## config.mk

```make
export PLATFORM = sky130hd
export DESIGN_NAME = ssfe_cell
export DESIGN_NICKNAME = d
export VERILOG_FILES = /design/src/hw/rtl/ssfe_pkg.sv /design/src/hw/rtl/ssfe_cell.sv
export SDC_FILE = /design/constraint.sdc
export NUM_CORES = 1
export LEC_CHECK = 0
export ABC_AREA = 1
export BUFFER_PORTS_ARGS = -buffer_cell sky130_fd_sc_hd__clkbuf_2
export CAP_MARGIN = 20
export CORE_ASPECT_RATIO = 0.75
export CORE_MARGIN = 5
export CORE_UTILIZATION = 25
export DETAILED_ROUTE_END_ITERATION = 8
export GPL_TIMING_DRIVEN = 0
export MAX_ROUTING_LAYER = met4
export SETUP_SLACK_MARGIN = 0.2
export SLEW_MARGIN = 20
export SYNTH_ARGS = -nofsm -noshare
export SYNTH_HDL_FRONTEND = slang
export SYNTH_SLANG_ARGS = --single-unit
```

## constraint.sdc

```tcl
create_clock -name clock -period 2.2 [get_ports clock]
set_input_delay 0.55 -clock clock [delete_from_list [all_inputs] [get_ports clock]]
set_output_delay 0.55 -clock clock [all_outputs]
set_load 0.02 [all_outputs]
```

## src/hw/rtl/ssfe_pkg.sv

```systemverilog
// Shared types and codes for the sorted store with floor extraction.
// Used by ssfe_cell and sorted_store_floor_extract; depends on nothing.
`default_nettype none

package ssfe_pkg;

   // Width of the value fields on the ports
   localparam int FIELD_BITS = 32;

   // Item command codes
   localparam logic CMD_INSERT  = 1'b0;
   localparam logic CMD_REQUEST = 1'b1;

   // Result status codes
   typedef enum logic [1:0] {
      STAT_INSERTED = 2'd0,
      STAT_FULL     = 2'd1,
      STAT_FOUND    = 2'd2,
      STAT_NONE     = 2'd3
   } status_type;

   // Sequencer states
   typedef enum logic [1:0] {
      ST_IDLE    = 2'd0,
      ST_COMPARE = 2'd1,
      ST_SHIFT   = 2'd2,
      ST_GATHER  = 2'd3
   } state_type;

   // Control broadcast from the sequencer to every cell
   typedef struct packed {
      logic compare;   // latch the "not above key" flag
      logic shift;     // apply the insert or delete shift
      logic insert;    // shift direction: 1 opens a slot, 0 closes one
   } ctrl_type;

endpackage

`default_nettype wire

```

## src/hw/rtl/ssfe_cell.sv

```systemverilog
// One cell of the sorted chain: holds one value and its compare flag.
// Depends on ssfe_pkg; instanced in a row by sorted_store_floor_extract.
`default_nettype none

module ssfe_cell
   import ssfe_pkg::*;
#(
   parameter int VALUE_BITS = 32
) (
   input  wire logic                  clock,
   input  wire ctrl_type              ctrl,
   input  wire logic [VALUE_BITS-1:0] key,
   input  wire logic                  valid,
   input  wire logic [VALUE_BITS-1:0] left_value,
   input  wire logic                  left_le,
   input  wire logic [VALUE_BITS-1:0] right_value,
   input  wire logic                  right_le,
   output logic      [VALUE_BITS-1:0] value,
   output logic                       le,
   output logic      [VALUE_BITS-1:0] pick
);

   logic [VALUE_BITS-1:0] value_ff;
   logic [VALUE_BITS-1:0] value_in;
   logic                  le_ff;
   logic                  le_in;
   logic                  selected;

   // Flag: this entry is held and not above the key (a prefix of the row)
   always_comb begin
      le_in = le_ff;
      if (ctrl.compare) begin
         le_in = valid && (value_ff <= key);
      end
   end

   // Last cell of the prefix holds the floor value
   assign selected = le_ff && !right_le;

   // Insert: cells past the prefix move right, the first one takes the key.
   // Delete: the floor cell and all after it take their right neighbour.
   always_comb begin
      value_in = value_ff;
      if (ctrl.shift) begin
         if (ctrl.insert) begin
            if (!le_ff) begin
               value_in = left_le ? key : left_value;
            end
         end else begin
            if (!right_le) begin
               value_in = right_value;
            end
         end
      end
   end

   always_ff @(posedge clock) begin
      value_ff <= value_in;
      le_ff    <= le_in;
   end

   assign value = value_ff;
   assign le    = le_ff;
   assign pick  = selected ? value_ff : '0;

endmodule

`default_nettype wire

```

==> impl_metrics.yaml, run 1 <==
status:
  status: "completed"
drt:
  avgRoutedWirePerCell_um: 13.84
  antenna_left: 0
  drtIter0Drc: 96
  vias: 3060
  drtPass1Iterations: 4
  drc: 0
  drt-total-wl_um: 9700
  post_drt_via_cell_ratio: 4.365
power_and_ir_drop:
  seq_power_share: 0.384
  internal_power_mw: 1.398
  switching_power_uw: 652.9
  power_density_nw_per_um2: 522.7
  ir_drop_v: 0.0002408
  clkPwrFrac: 0.325
  combPwrFrac: 0.291
  swShare: 0.3184
  power_mw: 2.051
  p_leak_nw: 2.232
sta:
  hold_viol_final: 0
  min_period_over_period: 0.8527
  setup_viol: 0
  fin_skew_ns: 0.005825
  relSlewSlack: 0.3777
  grt_setup_unrepaired: "false"
  drv_slew: 0
  tns_ns: 0
  tightest_slew_ns: 0.9335
  period_minus_slack_ns: 1.876
  max_freq_mhz: 533.1
final_layout:
  final_cells: 701
  most-common-layout-cells: "clkbuf_2 (165), nand2_1 (101), inv_1 (71), nor2_1 (70), edfxtp_1 (33)"
  seq_area_um2: 991.0
  layout-area-overhead-vs-synth_pct: 41.13
  final_common_cell: "clkbuf_2"
  drive_gt1_frac: 0.3529
  nFillCells: 1195
  fin_area_um2: 3924
  antenna_cells: 0
  nets: 696
  multi_input_area_um2: 1433
setup_path:
  path_class: "in2out"
  crit_path_start_kind: "primary input"
  worstSetupPathDepth: 6
  slowest_stage: "clkbuf_4"
  path_max_fanout: 10
  end_kind: "primary output"
  critPathRequiredTime_ns: 1.65
  cp-startpoint: "right_le"
  slowest_delay_ns: 0.21
  worst-path-buf-inv: 4
  r2r_cells: 2
  cp_top_family: "buffers and inverters"
  path_common_cell: "clkbuf_2"
  arrival_ns: 1.33
  worstReg2RegStart: "le"
  path_cells: "clkbuf_2 > inv_1 > nand2_2 > clkbuf_4 > nor2_1 > clkbuf_2"
synth:
  synthCells: 389
  yosys.area.top_type: "edfxtp_1"
  ys_types: 21
  syn_nets: 524
  ys.warnings.count: 0
  ys_top_cells_by_area: "edfxtp_1 (36%), ha_1 (14%), nand2_1 (14%), inv_1 (9.6%), nor2_1 (9.5%)"
  syn_area_per_cell_um2: 7.147
  synth_area_um2: 2780
  synthDominantCellAreaShare: 0.3564
  ys_seq_area_frac: 0.3564
  ys_seq_elements: 33
clock_tree:
  clk_pin_slew_ns: 0.05
  numCtsBuffers: 5
  insertion_delay_ns: 0.27
  clockBufferDepth: 2
  cts_tree: "yes"
  cts-root-buf: "clkbuf_16"
  h-tree-depth: 2
  cts_sinks: 33
floorplanning:
  die-area_um2: 13350
  die_h_um: 101.3
  num_rows: 33
  die_w_um: 131.8
  start_util: 0.2551
  io_pins: 168
  core_um2: 10900
global_route:
  grt_pass1_wl_um: 15190
  grtUsageMet1: 0.1962
  antenna_found_initial: 0
  grt_pass1_vias: 3051
  overflow: 0
  grt-busiest-layer: "met2"
  grt_util_met2: 0.2258
  met3_usage: 0.03525
  grt_usage: 0.1449
  grt_max_degree: 33
hold_path:
  hold_depth: 1
  holdCritPathClass: "in2reg"
  min_from: "ctrl[2]"
placed_design:
  port_buffers: 165
  dp_hpwl_um: 8003
  place_area_um2: 3781
  globalplace.congestion: 0.8194
  place_inst: 694
run:
  drv_cap: 0
[cell usage after synthesis (all sizes together)]
| cell type | number |
|---|---|
| a21o | 1 |
| a21oi | 15 |
| a31oi | 32 |
| buf | 15 |
| clkbuf | 2 |
| edfxtp | 33 |
| ha | 32 |
| inv | 73 |
| nand2 | 103 |
| nand3 | 1 |
| nand4 | 2 |
| nor2 | 75 |
| o211a | 1 |
| o21a | 2 |
| o21ai | 2 |
[power groups by stage]
| stage | logic [mW] | registers [mW] | clock network (mW) |
|---|---|---|---|
| after floorplan | 0.308 | 0.843 | 0 |
| after global placement | 0.593 | 0.800 | 0 |
| after detailed placement | 0.603 | 0.802 | 0 |
| after CTS | 0.606 | 0.789 | 0.687 |
| after global routing | 0.678 | 0.795 | 0.711 |
| final | 0.596 | 0.789 | 0.666 |
[stage by stage]
stage / utilization / setup WS (ns) / hold WS (ns)
after global routing: 0.3600 / 0.2231 / 0.4724
after detailed placement: 0.3469 / 0.1289 / 0.7592
after floorplan: - / 0.3257 / 0.6625
after global placement: 0.3469 / -0.1728 / 0.7541
after CTS: 0.3590 / 0.2138 / 0.4775
final: 0.3600 / 0.3240 / 0.4828
[kinds of logic (layout without fill, tap and decap cells)]
logic type,Yosys count,in the layout,share of synthesized area
and+or+nand+nor,181,181,0.2520
buffers and inverters,90,262,0.1292
AOI/OAI and AO/OA,53,53,0.1184
DFF,33,33,0.3564
adders and majority gates,32,32,0.1440
[final cells by class]
type / count / area share
multi-input combinational: 266 / 0.3651
buffer: 17 / 0.02360
clock buffer: 6 / 0.03284
clock inverter: 1 / 0.0009566
tap: 140 / 0.04464
timing repair buffer: 165 / 0.2105
sequential: 33 / 0.2526
inverter: 73 / 0.06983
[flip-flops by register name, summed over array words and instances (netlist names)]
name and cells:
le 1, value 32
[path summary, 6_finish.rpt]
path | to | slack [ns]
min reg2reg | le | 1.09
min | le | 0.48
max reg2reg | value[20] | 0.53
max | pick[1] | 0.32
[layer usage]
layer | up-vias | part of all wire
met1 | 1354 | 0.48
met5 | - | 0
met4 | 0 | 0.0032
li1 | 1584 | -
met3 | 2 | 0.077
met2 | 120 | 0.44
[repair_timing]
item	in CTS	in global routing
resized for setup	0	5
endpoints found under the setup margin	0	30
buffers inserted	0	0
hold buffers	0	0
Power figures use the tool's default switching activity.
==> run 2, diff against run 1 <==
- CELL_PAD_IN_SITES_DETAIL_PLACEMENT: default -> 2
- CELL_PAD_IN_SITES_GLOBAL_PLACEMENT: default -> 2
- CORE_MARGIN: 5 -> default
- CORE_UTILIZATION: 25 -> 22
- PLACE_DENSITY_LB_ADDON: default -> 0.1
==> impl_metrics.yaml, run 2 (synthesis gave the netlist of run 1 again) <==
sta:
  tightest_slew_ns: 0.5692
  max_freq_mhz: 525.4
  hold_viol_final: 0
  min_period_over_period: 0.8651
  relSlewSlack: 0.6205
  fin_skew_ns: 0.002750
  tns_ns: 0
  setup_viol: 0
  grt_setup_unrepaired: "false"
  period_minus_slack_ns: 1.903
  drv_slew: 0
floorplanning:
  die_h_um: 99.36
  core_um2: 12310
  die_w_um: 131.8
  start_util: 0.2259
  num_rows: 35
  die-area_um2: 13100
  io_pins: 168
global_route:
  grt_usage: 0.1775
  grt_pass1_vias: 3379
  grt_max_degree: 22
  overflow: 0
  grt_pass1_wl_um: 17450
  antenna_found_initial: 0
placed_design:
  dp_hpwl_um: 9311
  port_buffers: 165
  globalplace.congestion: 0.7622
drt:
  drtPass1Iterations: 6
  avgRoutedWirePerCell_um: 15.30
  drc: 0
  drt-total-wl_um: 11160
  vias: 3169
  post_drt_via_cell_ratio: 4.347
  drtIter0Drc: 63
  antenna_left: 0
hold_path:
  holdCritPathClass: "in2reg"
setup_path:
  slowest_stage: "buf_4"
  cp_top_family: "buffers and inverters"
  path_common_cell: "clkbuf_2"
  path_cells: "clkbuf_2 > inv_1 > nand2_2 > buf_4 > nor2_1 > clkbuf_2"
  arrival_ns: 1.35
  worst-path-buf-inv: 4
  end_kind: "primary output"
  critPathRequiredTime_ns: 1.65
  path_max_fanout: 10
  crit_path_start_kind: "primary input"
  path_class: "in2out"
  slowest_delay_ns: 0.21
clock_tree:
  cts-root-buf: "clkbuf_16"
  numCtsBuffers: 5
  holdBufCountCts: 0
  h-tree-depth: 2
  clockBufferDepth: 2
  clk_pin_slew_ns: 0.06
  cts_tree: "yes"
  insertion_delay_ns: 0.28
  cts_setup_buffers: 0
  cts_sinks: 33
power_and_ir_drop:
  p_leak_nw: 2.241
  power_mw: 2.112
  ir_drop_v: 0.0002961
  power_density_nw_per_um2: 530.6
final_layout:
  layout-area-overhead-vs-synth_pct: 43.16
  antenna_cells: 0
  most-common-layout-cells: "clkbuf_2 (165), nand2_1 (101), inv_1 (71), nor2_1 (70), edfxtp_1 (33)"
  final_util: 0.3234
  drive_gt1_frac: 0.3535
  nets: 697
  final_common_cell: "clkbuf_2"
  largest_reg_flops: 32
run:
  drv_cap: 0
status:
  status: "completed"
## run 2: worst register-to-register path: cells and delay by family (launching register included)
kind / cells / cell delay [ns]
AOI/OAI and AO/OA: 2 / 0.23
and+or+nand+nor: 5 / 0.45
DFF: 1 / 0.43
adders and majority gates: 1 / 0.32
## run 2: metrics by stage
stage	hold WS (ns)	instances	area, um2	setup WS (ns)
2_1_floorplan	0.6625	389	2780	0.3257
3_3_place_gp	0.7552	720	3814	-0.2870
3_5_place_dp	0.7613	721	3834	0.1799
4_1_cts	0.4674	729	3973	0.1658
5_1_grt	0.4664	729	3980	0.2348
6_report	0.4727	729	3980	0.2969
## run 2: power breakdown
part,switching [mW],total [mW],internal [mW]
combinational,0.378,0.620,0.242
clock,0.280,0.702,0.422
sequential,0.0375,0.790,0.752
total,0.696,2.11,1.42
## run 2: final cells by class
type / instances / area, um2
Fill cell: 1508 / 8325
Multi-Input combinational cell: 266 / 1433
Sequential cell: 33 / 991.0
Timing Repair Buffer: 166 / 845.8
Inverter: 73 / 274.0
Tap cell: 166 / 207.7
Clock buffer: 8 / 136.4
Buffer: 17 / 92.59
## run 2: per-layer routing
metal  vias up  global-route usage  wire, um
met3         9             0.03211       518
met5         -                   -         0
li1       1587                   -         -
met2       101              0.2922      5122
met4         0             0.02952        68
met1      1472              0.2304      5446
## run 2: final timing paths
| path | start | end | slack [ns] | depth (start not counted) |
|---|---|---|---|---|
| setup / recovery | right_le | pick[30] | 0.30 | 6 |
| hold / removal | ctrl[2] | le | 0.47 | 1 |
| setup reg to reg | value[31] | le | 0.53 | 8 |
| hold reg to reg | le | value[11] | 0.91 | 2 |
## run 2: timing repair
item,CTS,global route
resized for setup,1,5
setup endpoints to repair,30,26
pin swaps,0,0
